File: src/rtl/gdb_pkg.sv
// Shared types, constants and the arctangent table for the goal distance and bearing block.
package gdb_pkg;

	localparam int COORD_WIDTH_DEF = 16;
	localparam int ITERATIONS_DEF  = 16;

	localparam int ANG_W  = 16;
	localparam int DIST_W = 17;
	localparam int GUARD  = 8;
	localparam int Z_W    = 32;

	localparam logic [Z_W-1:0]    INV_GAIN  = 32'h9B74EDA8;
	localparam logic [Z_W-1:0]    Z_HALF    = 32'h80000000;
	localparam logic [Z_W-1:0]    Z_ROUND   = 32'h00008000;
	localparam logic [DIST_W-1:0] DIST_MAX  = 17'h1FFFF;

	// Configuration register indexes
	typedef enum logic [0:0] {
		REG_GOAL_X = 1'b0,
		REG_GOAL_Y = 1'b1
	} cfg_reg_t;

	// Control group that travels with every beat
	typedef struct packed {
		logic             valid;
		logic             zero;
		logic [ANG_W-1:0] heading;
	} meta_t;

	// Angle of one micro-rotation, atan(2^-i), in units of 2^-32 turn
	function automatic logic [Z_W-1:0] atan_turn(input logic [4:0] i);
		logic [Z_W-1:0] a;
		case (i)
			5'd0:  a = 32'h20000000;
			5'd1:  a = 32'h12E4051E;
			5'd2:  a = 32'h09FB385B;
			5'd3:  a = 32'h051111D4;
			5'd4:  a = 32'h028B0D43;
			5'd5:  a = 32'h0145D7E1;
			5'd6:  a = 32'h00A2F61E;
			5'd7:  a = 32'h00517C55;
			5'd8:  a = 32'h0028BE53;
			5'd9:  a = 32'h00145F2F;
			5'd10: a = 32'h000A2F98;
			5'd11: a = 32'h000517CC;
			5'd12: a = 32'h00028BE6;
			5'd13: a = 32'h000145F3;
			5'd14: a = 32'h0000A2FA;
			5'd15: a = 32'h0000517D;
			5'd16: a = 32'h000028BE;
			5'd17: a = 32'h0000145F;
			5'd18: a = 32'h00000A30;
			5'd19: a = 32'h00000518;
			5'd20: a = 32'h0000028C;
			5'd21: a = 32'h00000146;
			5'd22: a = 32'h000000A3;
			5'd23: a = 32'h00000051;
			5'd24: a = 32'h00000029;
			5'd25: a = 32'h00000014;
			5'd26: a = 32'h0000000A;
			5'd27: a = 32'h00000005;
			5'd28: a = 32'h00000003;
			5'd29: a = 32'h00000001;
			5'd30: a = 32'h00000001;
			default: a = 32'h00000000;
		endcase
		return a;
	endfunction

endpackage

File: src/rtl/gdb_rot.sv
// One vectoring micro-rotation stage of the CORDIC pipeline.
module gdb_rot #(
	parameter int XW    = 28,
	parameter int SHIFT = 0
) (
	input  logic                         clk,
	input  logic                         arst_n,
	input  logic                         en,
	input  logic signed [XW-1:0]         x_in,
	input  logic signed [XW-1:0]         y_in,
	input  logic [gdb_pkg::Z_W-1:0]      z_in,
	input  gdb_pkg::meta_t               meta_in,
	output logic signed [XW-1:0]         x_s1,
	output logic signed [XW-1:0]         y_s1,
	output logic [gdb_pkg::Z_W-1:0]      z_s1,
	output gdb_pkg::meta_t               meta_s1
);
	import gdb_pkg::*;

	localparam logic [Z_W-1:0] ATAN = atan_turn(5'(SHIFT));

	logic signed [XW-1:0] xs;
	logic signed [XW-1:0] ys;
	logic                 up;

	assign xs = x_in >>> SHIFT;
	assign ys = y_in >>> SHIFT;
	assign up = (y_in > 0);

	// Rotate toward the x axis and accumulate the angle
	always_ff @(posedge clk) begin
		if (en) begin
			if (up) begin
				x_s1 <= x_in + ys;
				y_s1 <= y_in - xs;
				z_s1 <= z_in + ATAN;
			end else begin
				x_s1 <= x_in - ys;
				y_s1 <= y_in + xs;
				z_s1 <= z_in - ATAN;
			end
		end
	end

	// Pass the control group along
	always_ff @(posedge clk or negedge arst_n) begin
		if (!arst_n) begin
			meta_s1 <= '0;
		end else if (en) begin
			meta_s1 <= meta_in;
		end
	end

endmodule

File: config.mk
export PLATFORM = sky130hd
export DESIGN_NAME = gdb_rot
export DESIGN_NICKNAME = d
export VERILOG_FILES = /design/src/rtl/gdb_pkg.sv /design/src/rtl/gdb_rot.sv
export SDC_FILE = /design/constraint.sdc
export NUM_CORES = 1
export LEC_CHECK = 0
export ABC_AREA = 1
export BUFFER_PORTS_ARGS = -buffer_cell sky130_fd_sc_hd__buf_4
export CORE_UTILIZATION = 30
export CTS_CLUSTER_DIAMETER = 100
export CTS_CLUSTER_SIZE = 8
export DETAILED_ROUTE_END_ITERATION = 6
export PLACE_DENSITY = 0.46
export SYNTH_ARGS = -nofsm -noshare
export SYNTH_HDL_FRONTEND = slang
export SYNTH_SLANG_ARGS = --single-unit
File: constraint.sdc
create_clock -name clk -period 0.8 [get_ports clk]
set_input_delay 0.08 -clock clk [delete_from_list [all_inputs] [get_ports clk]]
set_output_delay 0.08 -clock clk [all_outputs]
set_load 0.05 [all_outputs]
Word-level counts from Yosys, hierarchy flattened
Cells that the tools add are included.
{"block": "classes", "n_addsub": 5, "n_lt_le_gt_ge": 1, "n_mux": 3}
{"operator": "$mux 28", "n": 2}
{"operator": "$sub 28x28->28", "n": 2}
{"operator": "$add 32x30->32 const B", "n": 1}
{"operator": "$mux 32", "n": 1}
{"operator": "$sub 32x30->32 const B", "n": 1}
{"operator": "$add 28x28->28", "n": 1}
{"operator": "$gt 28x1->1 const B", "n": 1}
{"block": "word_totals", "reg_bits": 106, "out_inout_bits": 106}

Logic depth before layout (Yosys ltp)
Gate-level depths: netlist (run 1).
{"block": "depth", "depth_word": 2, "depth_mapped": 16, "mapped_depth_nobuf": 15}

Worst setup path after synthesis (run 1)
Ideal clock, no wire load.
{"block": "synth_path", "path_type": "in2reg", "start": "input port y_in[4]", "end": "register z_s1[31] in the netlist's numbering, data pin", "arrival_time_ns": 1.595, "required_time_ns": 0.546, "slack_ns": -1.048, "path_stages": 13, "path_cell_list": "inv_1 -> nand4_1 -> nor2_1 -> nand3_1 -> nor2_2 -> nor2_4 -> inv_2 -> buf_6 -> buf_4 -> fa_1 -> xor2_1 -> xor2_1 -> inv_1"}
{"block": "synth_between", "elab_chain_len": 2}
{"item": "start, declared", "line_no": "gdb_rot.sv:10", "text": "input logic signed [XW-1:0] y_in,"}
{"item": "$gt 28x1->1", "line_no": "gdb_rot.sv:28", "text": "assign up = (y_in > 0);"}
{"item": "$mux 32", "line_no": "gdb_rot.sv:33", "text": "if (up) begin"}
{"item": "end signal, assigned", "line_no": "gdb_rot.sv:36", "text": "z_s1 <= z_in + ATAN;"}
{"item": "end signal, assigned", "line_no": "gdb_rot.sv:40", "text": "z_s1 <= z_in - ATAN;"}
{"item": "end, declared", "line_no": "gdb_rot.sv:15", "text": "output logic [gdb_pkg::Z_W-1:0] z_s1,"}
Every way passes these cells.
A chain may end at the register's enable or synchronous reset.

Final worst setup path (run 1)
{"block": "layout_path", "start": "input port y_in[5]", "end": "register y_s1[16], data pin"}
{"block": "layout_between", "elab_chain_len": 2, "elab_cells_between_ends": 4, "cone_classes": "add/sub (2); order compare (1); mux (1)"}
{"item": "$add 28x28->28, or another cell as far along", "line_no": "gdb_rot.sv:39", "text": "y_s1 <= y_in + xs;"}
{"item": "$mux 28 (*)", "line_no": "gdb_rot.sv:33"}
{"item": "end signal, assigned", "line_no": "gdb_rot.sv:35", "text": "y_s1 <= y_in - xs;"}
{"item": "end signal, assigned", "line_no": "gdb_rot.sv:39"}
{"item": "end, declared", "line_no": "gdb_rot.sv:14", "text": "output logic signed [XW-1:0] y_s1,"}
Mark *: on every way between the ends. The rest lies on a longest branch, timed or not.

==> results of run 1 <==
-- cell families (layout without fill, tap and decap cells) --
group,after synthesis,count (layout),share of synthesized area (%)
buf+inv,275,804,11.7
flops,105,105,31.8
simple gates,704,704,30.4
mux,18,18,2.10
compound gates,163,163,9.10
xor+xnor,30,30,2.73
fa+ha+maj,92,92,12.3
-- through the flow --
stage | cells | util (%) | hold WS, ns
final | 2318 | 55.7 | 0.106
after floorplan | 1387 | - | -0.216
after global placement | 2198 | 45.6 | -0.0354
after CTS | 2290 | 52.8 | 0.0965
after global routing | 2318 | 55.7 | 0.0996
after detailed placement | 2198 | 45.6 | -0.0377
-- cell usage in the layout (no fill, tap or decap), drive strengths merged --
master and count:
clkbuf 13, dfrtp 18, nor2b 1, buf 497
edfxtp 87, nand3 131, o21ai 59, a21o 1
dlygate4sd3 48, nor2 102, xor2 30, nand2 432
o21a 2, fa 4, and3 1, inv 239
ha 88, o21bai 16, a21oi 84, mux2 18
a21boi 1, or2 1, clkinvlp 4, nor4 1
nand4 30, dlymetal6s4s 1, and2 1, nor3 4
clkinv 2
-- per-layer routing --
| metal | global-route usage, % | routed length, µm | up-vias |
|---|---|---|---|
| met2 | 40.3 | 18800 | 306 |
| met3 | 2.20 | 1710 | 46 |
| met4 | 7.15 | 1020 | 0 |
| met1 | 31.9 | 18500 | 5100 |
| met5 | 0 | 0 | - |
| li1 | - | - | 5486 |
-- critical path, delay by kind of cell --
kind / cells / cell delay (ns)
AO/OA/AOI/OAI: 1 / 0.20
adder cells (fa/ha/maj): 1 / 0.39
AND/OR/NAND/NOR: 7 / 0.57
buffers and inverters: 3 / 0.28
XOR/XNOR: 1 / 0.15
-- report_power, final --
group	internal, mW	leakage, nW	total (mW)	switching, mW
logic	5.69	7.37	13.6	7.92
registers	6.75	1.04	7.10	0.349
clock network	2.12	0.130	4.41	2.30
total	14.6	8.55	25.1	10.6
-- flip-flops by register name, summed over array words and instances (netlist names) --
| signal | flops |
|---|---|
| meta_s1 | 18 |
| x_s1 | 28 |
| y_s1 | 27 |
| z_s1 | 32 |
-- cell type report --
type                       instances  area, µm²
multi-input combinational       1007       7460
clock buffer                       9        225
inverter                         239       1000
tap                              402        503
timing repair buffer             550       5250
clock inverter                     6       42.5
sequential                       105       3090
fill                            2968      14000
-- worst max-delay path by stage --
| stage | endpoint | cells after the start |
|---|---|---|
| after floorplan | z_s1[31]$_DFFE_PP_ | 13 |
| final | y_s1[16]$_DFFE_PP_ | 13 |
| after detailed placement | z_s1[31]$_DFFE_PP_ | 13 |
| after global placement | z_s1[31]$_DFFE_PP_ | 13 |
| after CTS | z_s1[31]$_DFFE_PP_ | 13 |
| after global routing | z_s1[31]$_DFFE_PP_ | 13 |
-- repair_timing --
item,in CTS,in global routing
endpoints found under the hold margin,66,0
pin swaps,89,76
endpoints found under the setup margin,164,174
resized for setup,344,164
gates cloned,3,5
hold buffers,49,0
buffers inserted,25,23
==> flow_summary.yaml, run 1 <==
place:
  port_buffers: 214
  dpl-instance-area_um2: 14400
  place.gp.congestion: 0.858
  pre_cts_slack_ns: -1.42
  dp_hpwl_um: 31000
route:
  route.vias.total: 10938
  drt_iter0_drc: 514
  dr.pass1.iters: 5
  final_antenna_net_count: 0
  wl_per_cell_um: 17.3
  finalWirelength_um: 40000
  vias_per_cell: 4.72
  drc: 0
run_status:
  status: "finished, violations left"
  violations: "setup timing"
critical_path:
  cpPeakStageDelay_ns: 0.39
  cp_common_cell: "nand2_2"
  crit_arrival_ns: 1.67
  r2r.worst_path.cells: 2
  crit_fanout: 7
  slowest_stage: "ha_4"
  cp-startpoint: "y_in[5]"
  r2r_setup_slack_ns: -0.13
  required_ns: 0.91
  crit_path_start_kind: "primary input"
  crit-reg2reg-launch: "meta_s1[4]$_DFFE_PN0P_"
  crit_path_end_kind: "flip-flop"
  path_class: "in -> reg"
  rr_endpoint: "meta_s1[4]$_DFFE_PN0P_"
  path_cells: "buf_8, buf_12, ha_4, inv_6, a21oi_4, nor2_2, nor2_2, nand2_4, nand2_2, nand2_2, xor2_2, nand2_1, nand2_2"
clocking:
  clk_latency_ns: 0.35
  clockBufferDepth: 2
  cts_max_level: 3
  cts.clk_slew.worst_paths_ns: 0.07
  cts-buffers-inserted: 9
  clockRootBuffer: "clkbuf_16"
  cts.sinks: 105
  cts_tree: "done"
global_routing:
  antenna_found_initial: 0
  grtUsageTotal_pct: 23.8
  grt_max_degree: 32
  grt-ovfl-total: 0
  grt_pass1_wl_um: 59800
  grt_pass1_vias: 10882
synth:
  synth-async-reset-ratio_pct: 17.1
  yosysSeqAreaShare_pct: 31.8
  syn_area_per_cell_um2: 6.95
  yosys-top-cells-count: "430 x nand2_1, 236 x inv_1, 129 x nand3_1"
  synth_most_common_cell: "nand2_1"
  yosysUniqueCellTypes: 35
  synth_top_cell_by_area: "edfxtp_1"
  synthesis.area_um2: 9640
  ys_ff_latch: 105
  synthCells: 1387
  synth_flop_cell: "edfxtp_1"
  synth_edf_count: 87
  synth_top_area_share_pct: 27.1
  yosys-top-cells-area: "edfxtp_1 27%, nand2_1 17%, ha_1 11%, inv_1 9.2%, nand3_1 6.7%"
  syn_nets: 1588
  ys_warn_count: 0
hold_path:
  min_path_cells: 2
  hp-start: "z_in[30]"
  min_to: "z_s1[30]$_DFFE_PP_"
  hold_class: "in -> reg"
floorplanning:
  pin_count: 215
  start_util_pct: 30.6
  core_area_um2: 31600
  die-area_um2: 32900
  die_w_um: 181
  die_y_um: 181
  fp-row-count: 65
sta:
  finalCritPeriodShare_pct: 196
  slew_headroom_pct: 72.0
  tns_ns: -61.04
  max_freq_mhz: 639
  drv_slew: 0
  hold_viol_final: 0
  fin_ws_ns: -0.765
  setup_viol: 168
  rsz0062_at_grt: "true"
  layout_min_cycle_time_ns: 1.56
  fin_skew_ns: 0
  tightest_slew_ns: 0.417
power:
  p_per_area_nw_per_um2: 1430
  p_total_mw: 25.1
  p_leak_nw: 8.55
  ir_worst_vdd_mv: 1.44
layout:
  nNetsFinal: 2113
  synthToLayoutAreaGrowth_pct: 82.2
  fin_area_um2: 17600
  drive_gt1_share_pct: 51.8
  num_antenna_cells: 0
flow_run:
  max_cap_viol_count: 0
No activity file was read; power rests on OpenSTA's default activity.
==> inputs of run 2 (changes only) <==
==> constraint.sdc (replaced) <==
create_clock -name clk -period 0.8 [get_ports clk]
set_input_delay 0.2 -clock clk [delete_from_list [all_inputs] [get_ports clk]]
set_output_delay 0.2 -clock clk [all_outputs]
set_load 0.05 [all_outputs]
==> run 2 against run 1 <==
Fmax fell by 6.7%. Setup slack got worse by 0.11 ns. Largest power group unchanged. Hold slack got worse by 0.093 ns. The run still ends with setup timing left. Sequential cell count did not move.
==> flow_summary.yaml, run 2 (same netlist as run 1, synthesis figures left out) <==
place:
  place.gp.congestion: 0.916
  dpl-instance-area_um2: 14400
  port_buffers: 214
  dp_hpwl_um: 30900
critical_path:
  path_cells: "buf_6, buf_6, ha_4, buf_8, nand2_8, nor2_4, buf_6, nand2_4, nor2_4, nand2_1, nand3_1, nand2_1, nand3_1, nand2_2"
  crit_path_start_kind: "primary input"
  crit_path_end_kind: "flip-flop"
  cp_common_cell: "buf_6"
  cpPeakStageDelay_ns: 0.33
  crit_fanout: 6
  path_class: "in -> reg"
  rr_endpoint: "meta_s1[16]$_DFFE_PN0P_"
  cp-startpoint: "y_in[7]"
  r2r.worst_path.cells: 1
  crit_arrival_ns: 1.78
  required_ns: 0.90
  slowest_stage: "ha_4"
  r2r_setup_slack_ns: 0.01
  crit-reg2reg-launch: "meta_s1[16]$_DFFE_PN0P_"
global_routing:
  met1_usage_pct: 30.9
  grt_pass1_vias: 10549
  grt_util_met3_pct: 2.80
  antenna_found_initial: 0
  grtUsageTotal_pct: 23.0
  grt.busiest_layer: "met2"
  grt_pass1_wl_um: 58000
  met2_usage_pct: 38.5
  grt-ovfl-total: 0
  grt_max_degree: 29
clocking:
  cts.sinks: 105
  cts-buffers-inserted: 9
  cts_max_level: 3
  clockRootBuffer: "clkbuf_16"
  cts.clk_slew.worst_paths_ns: 0.08
  clk_latency_ns: 0.35
  clockBufferDepth: 2
  cts_tree: "done"
layout:
  synthToLayoutAreaGrowth_pct: 80.3
  drive_gt1_share_pct: 54.0
  top_regs: "z_s1: 32 flops, x_s1: 28 flops, y_s1: 27 flops"
  max_flop_register: "z_s1"
  nNetsFinal: 2069
  final_common_cell: "buf_4"
  num_antenna_cells: 0
  layout_common_cells: "312 x buf_4, 306 x nand2_1, 164 x inv_1, 151 x buf_6, 90 x nand2_2"
  largest_reg_flops: 32
  fin_area_um2: 17400
sta:
  drv_slew: 0
  rsz0062_at_grt: "true"
  fin_ws_ns: -0.878
  finalCritPeriodShare_pct: 210
  setup_viol: 162
  fin_skew_ns: 0
  tns_ns: -77.60
  layout_min_cycle_time_ns: 1.68
  tightest_slew_ns: 0.401
  slew_headroom_pct: 73.0
  hold_viol_final: 0
  max_freq_mhz: 596
hold_path:
  hold_class: "in -> reg"
  hp-start: "z_in[3]"
  min_path_cells: 1
  min_to: "z_s1[3]$_DFFE_PP_"
floorplanning:
  die_y_um: 181
  fp-row-count: 65
  pin_count: 215
  start_util_pct: 30.6
  die-area_um2: 32900
  core_area_um2: 31600
  die_w_um: 181
power:
  p_leak_nw: 8.33
  p_total_mw: 25.3
  p_per_area_nw_per_um2: 1460
  ir_worst_vdd_mv: 0.991
route:
  drc: 0
  dr.pass1.iters: 5
  route.vias.total: 10726
  finalWirelength_um: 38200
  wl_per_cell_um: 16.8
  final_antenna_net_count: 0
  vias_per_cell: 4.71
  drt_iter0_drc: 478
run_status:
  status: "finished, violations left"
  violations: "setup timing"
flow_run:
  max_cap_viol_count: 0
run 2: repair_timing:
item	in CTS	in global routing
cloned	4	1
pin swaps	112	72
hold endpoints to repair	18	10
buffers inserted	26	17
hold buffers	1	10
resized for setup	394	175
setup endpoints to repair	162	166
run 2: final cells by class:
type	instances	area (µm²)
Inverter	239	1010
Clock buffer	9	225
Multi-Input combinational cell	1007	7730
Fill cell	2968	14200
Tap cell	402	503
Clock inverter	7	53.8
Sequential cell	105	3090
Timing Repair Buffer	506	4770
run 2: where the power goes:
| part | switching, mW | internal (mW) |
|---|---|---|
| Clock | 2.44 | 2.16 |
| Sequential | 0.346 | 6.75 |
| Combinational | 7.96 | 5.67 |
| Total | 10.7 | 14.6 |
run 2: worst max-delay path by stage:
stage | slack (ns) | cells after the start | end
2_1_floorplan | -1.09 | 13 | z_s1[31]$_DFFE_PP_
3_3_place_gp | -1.43 | 13 | z_s1[31]$_DFFE_PP_
4_1_cts | -0.82 | 13 | x_s1[11]$_DFFE_PP_
3_5_place_dp | -1.40 | 13 | z_s1[31]$_DFFE_PP_
5_1_grt | -0.96 | 13 | z_s1[31]$_DFFE_PP_
6_report | -0.88 | 14 | x_s1[21]$_DFFE_PP_
run 2: routing by layer:
metal	vias to the layer above	part of all wire (%)
li1	5415	-
met1	4977	46
met2	282	46
met3	52	4.4
met4	0	3.0
met5	-	0
run 2: metrics by stage:
step	cells	utilization (%)	hold slack, ns	setup WS [ns]
final	2275	55.1	0.0125	-0.878
after CTS	2251	52.2	0.00119	-0.817
after detailed placement	2206	45.5	0.0833	-1.40
after global placement	2206	45.5	0.0801	-1.43
after global routing	2275	55.1	0.0000374	-0.956
after floorplan	1387	-	-0.0956	-1.09
run 2: critical path, delay by kind of cell:
kind | cells | cell delay (ns)
simple gates | 9 | 0.76
buf+inv | 4 | 0.48
fa+ha+maj | 1 | 0.33
==> inputs of run 3 (changes only) <==
Settings changed: HOLD_SLACK_MARGIN from default to 0.03, REMOVE_ABC_BUFFERS from default to 1.
==> run 3 against run 2 <==
The run still ends with setup timing left. Critical path type unchanged. Sequential power down 0.6%. Sequential cell count unchanged. Highest routed layer unchanged. Cell count up 0.26%.
==> flow_summary.yaml, run 3 (same netlist as run 1, synthesis figures left out) <==
power:
  seqPwrFrac_pct: 28.5
  swShare_pct: 41.4
  p_total_mw: 24.7
  p_leak_nw: 8.13
  p_per_area_nw_per_um2: 1490
  intPower_mw: 14.5
  clkPwrFrac_pct: 20.0
  switchingPower_mw: 10.3
  combPwrFrac_pct: 51.5
  ir_worst_vdd_mv: 1.02
sta:
  drv_slew: 0
  hold_viol_final: 0
  rsz0062_at_grt: "true"
  setup_viol: 162
  tns_ns: -77.90
  finalCritPeriodShare_pct: 205
  max_freq_mhz: 609
  slew_headroom_pct: 74.4
  fin_skew_ns: 0
  fin_ws_ns: -0.842
  tightest_slew_ns: 0.383
  layout_min_cycle_time_ns: 1.64
  fin_hold_ws_ns: 0.0607
route:
  route.vias.total: 10709
  finalWirelength_um: 38700
  dr.pass1.iters: 5
  drc: 0
  vias_per_cell: 4.69
  final_antenna_net_count: 0
  wl_per_cell_um: 17.0
  drt_iter0_drc: 532
critical_path:
  crit_arrival_ns: 1.80
  path_class: "in -> reg"
  required_ns: 0.95
  path_delay_family: "simple AND/OR/NAND/NOR gates"
  critPathBufInv: 5
  slowest_stage: "nand4_1"
  path_cells: "buf_8, buf_6, inv_4, nand4_1, nor2_2, nand3_2, nor2_4, nor2_4, inv_4, fa_2, xor2_1, xor2_1, inv_1"
  crit_fanout: 3
  cpPeakStageDelay_ns: 0.21
  crit_path_start_kind: "primary input"
  crit_path_end_kind: "flip-flop"
layout:
  fillers: 3048
  largest_reg_flops: 32
  synthToLayoutAreaGrowth_pct: 72.1
  multi_input_area_um2: 7120
  nNetsFinal: 2075
  drive_gt1_share_pct: 46.6
  ff_latch_area_um2: 3060
  fin_area_um2: 16600
  layout_common_cells: "340 x nand2_1, 330 x buf_4, 201 x inv_1, 132 x buf_6, 87 x edfxtp_1"
  finish.utilization_pct: 52.6
  max_flop_register: "z_s1"
  num_antenna_cells: 0
  top_regs: "z_s1: 32 flops, x_s1: 28 flops, y_s1: 27 flops"
  final_common_cell: "nand2_1"
  final_cells: 2281
clocking:
  cts-buffers-inserted: 9
  cts.sinks: 105
  clockBufferDepth: 2
  clockRootBuffer: "clkbuf_16"
  cts.clk_slew.worst_paths_ns: 0.09
  cts_tree: "done"
  cts_max_level: 3
  clk_latency_ns: 0.36
global_routing:
  grt_max_degree: 31
  grt-ovfl-total: 0
  antenna_found_initial: 0
  grt_pass1_vias: 10714
  grt_pass1_wl_um: 57800
  grtUsageTotal_pct: 23.1
place:
  place.gp.congestion: 0.920
  port_buffers: 214
  pre_cts_slack_ns: -1.62
  dp.cells: 2196
  dp_hpwl_um: 30000
  dpl-instance-area_um2: 13300
floorplanning:
  die_w_um: 181
  start_util_pct: 30.6
  die-area_um2: 32900
  core_area_um2: 31600
  fp-row-count: 65
  die_y_um: 181
  pin_count: 215
hold_path:
  hold_class: "in -> reg"
flow_run:
  max_cap_viol_count: 0
run_status:
  status: "finished, violations left"
  violations: "setup timing"
==> run 3: power by group through the flow <==
stage,registers (mW),logic [mW],clock network [mW]
6_report,7.06,12.7,4.94
5_1_grt,7.13,13.6,5.23
4_1_cts,7.02,11.7,5.08
3_5_place_dp,7.05,10.2,0
3_3_place_gp,7.04,10.2,0
2_1_floorplan,9.33,3.48,0
==> run 3: timing repair <==
action | 4_1_cts | 5_1_grt
cloned | 5 | 2
gates resized for setup | 328 | 291
hold endpoints to repair | 47 | 0
setup endpoints to repair | 162 | 163
pin swaps | 34 | 74
buffers inserted | 20 | 14
hold buffers | 30 | 0
==> run 3: metal layers <==
metal | global-route usage (%) | share of wire [%]
met5 | 0 | 0
met2 | 39.4 | 48
met3 | 3.31 | 4.2
met1 | 29.4 | 45
met4 | 9.08 | 2.8
==> run 3: layout make-up <==
| cell class | count | share of cell area [%] |
|---|---|---|
| timing repair buffer | 512 | 28.3 |
| sequential | 105 | 18.5 |
| inverter | 239 | 5.45 |
| clock inverter | 6 | 0.490 |
| clock buffer | 10 | 1.38 |
| tap | 402 | 3.03 |
| multi-input combinational | 1007 | 42.9 |
==> run 3: path summary, 6_finish.rpt <==
kind                                          from                 endpoint  slack [ns]  cells past startpoint
max in group asynchronous                   arst_n  meta_s1[17]$_DFFE_PN0P_        0.38                      2
hold reg to reg             meta_s1[1]$_DFFE_PN0P_   meta_s1[1]$_DFFE_PN0P_        0.53                      1
setup reg to reg           meta_s1[15]$_DFFE_PN0P_  meta_s1[15]$_DFFE_PN0P_        0.02                      1
min in group asynchronous                   arst_n   meta_s1[4]$_DFFE_PN0P_        0.22                      2
setup / recovery                          y_in[15]       z_s1[31]$_DFFE_PP_       -0.84                     13
hold / removal                          meta_in[4]   meta_s1[4]$_DFFE_PN0P_        0.06                      2
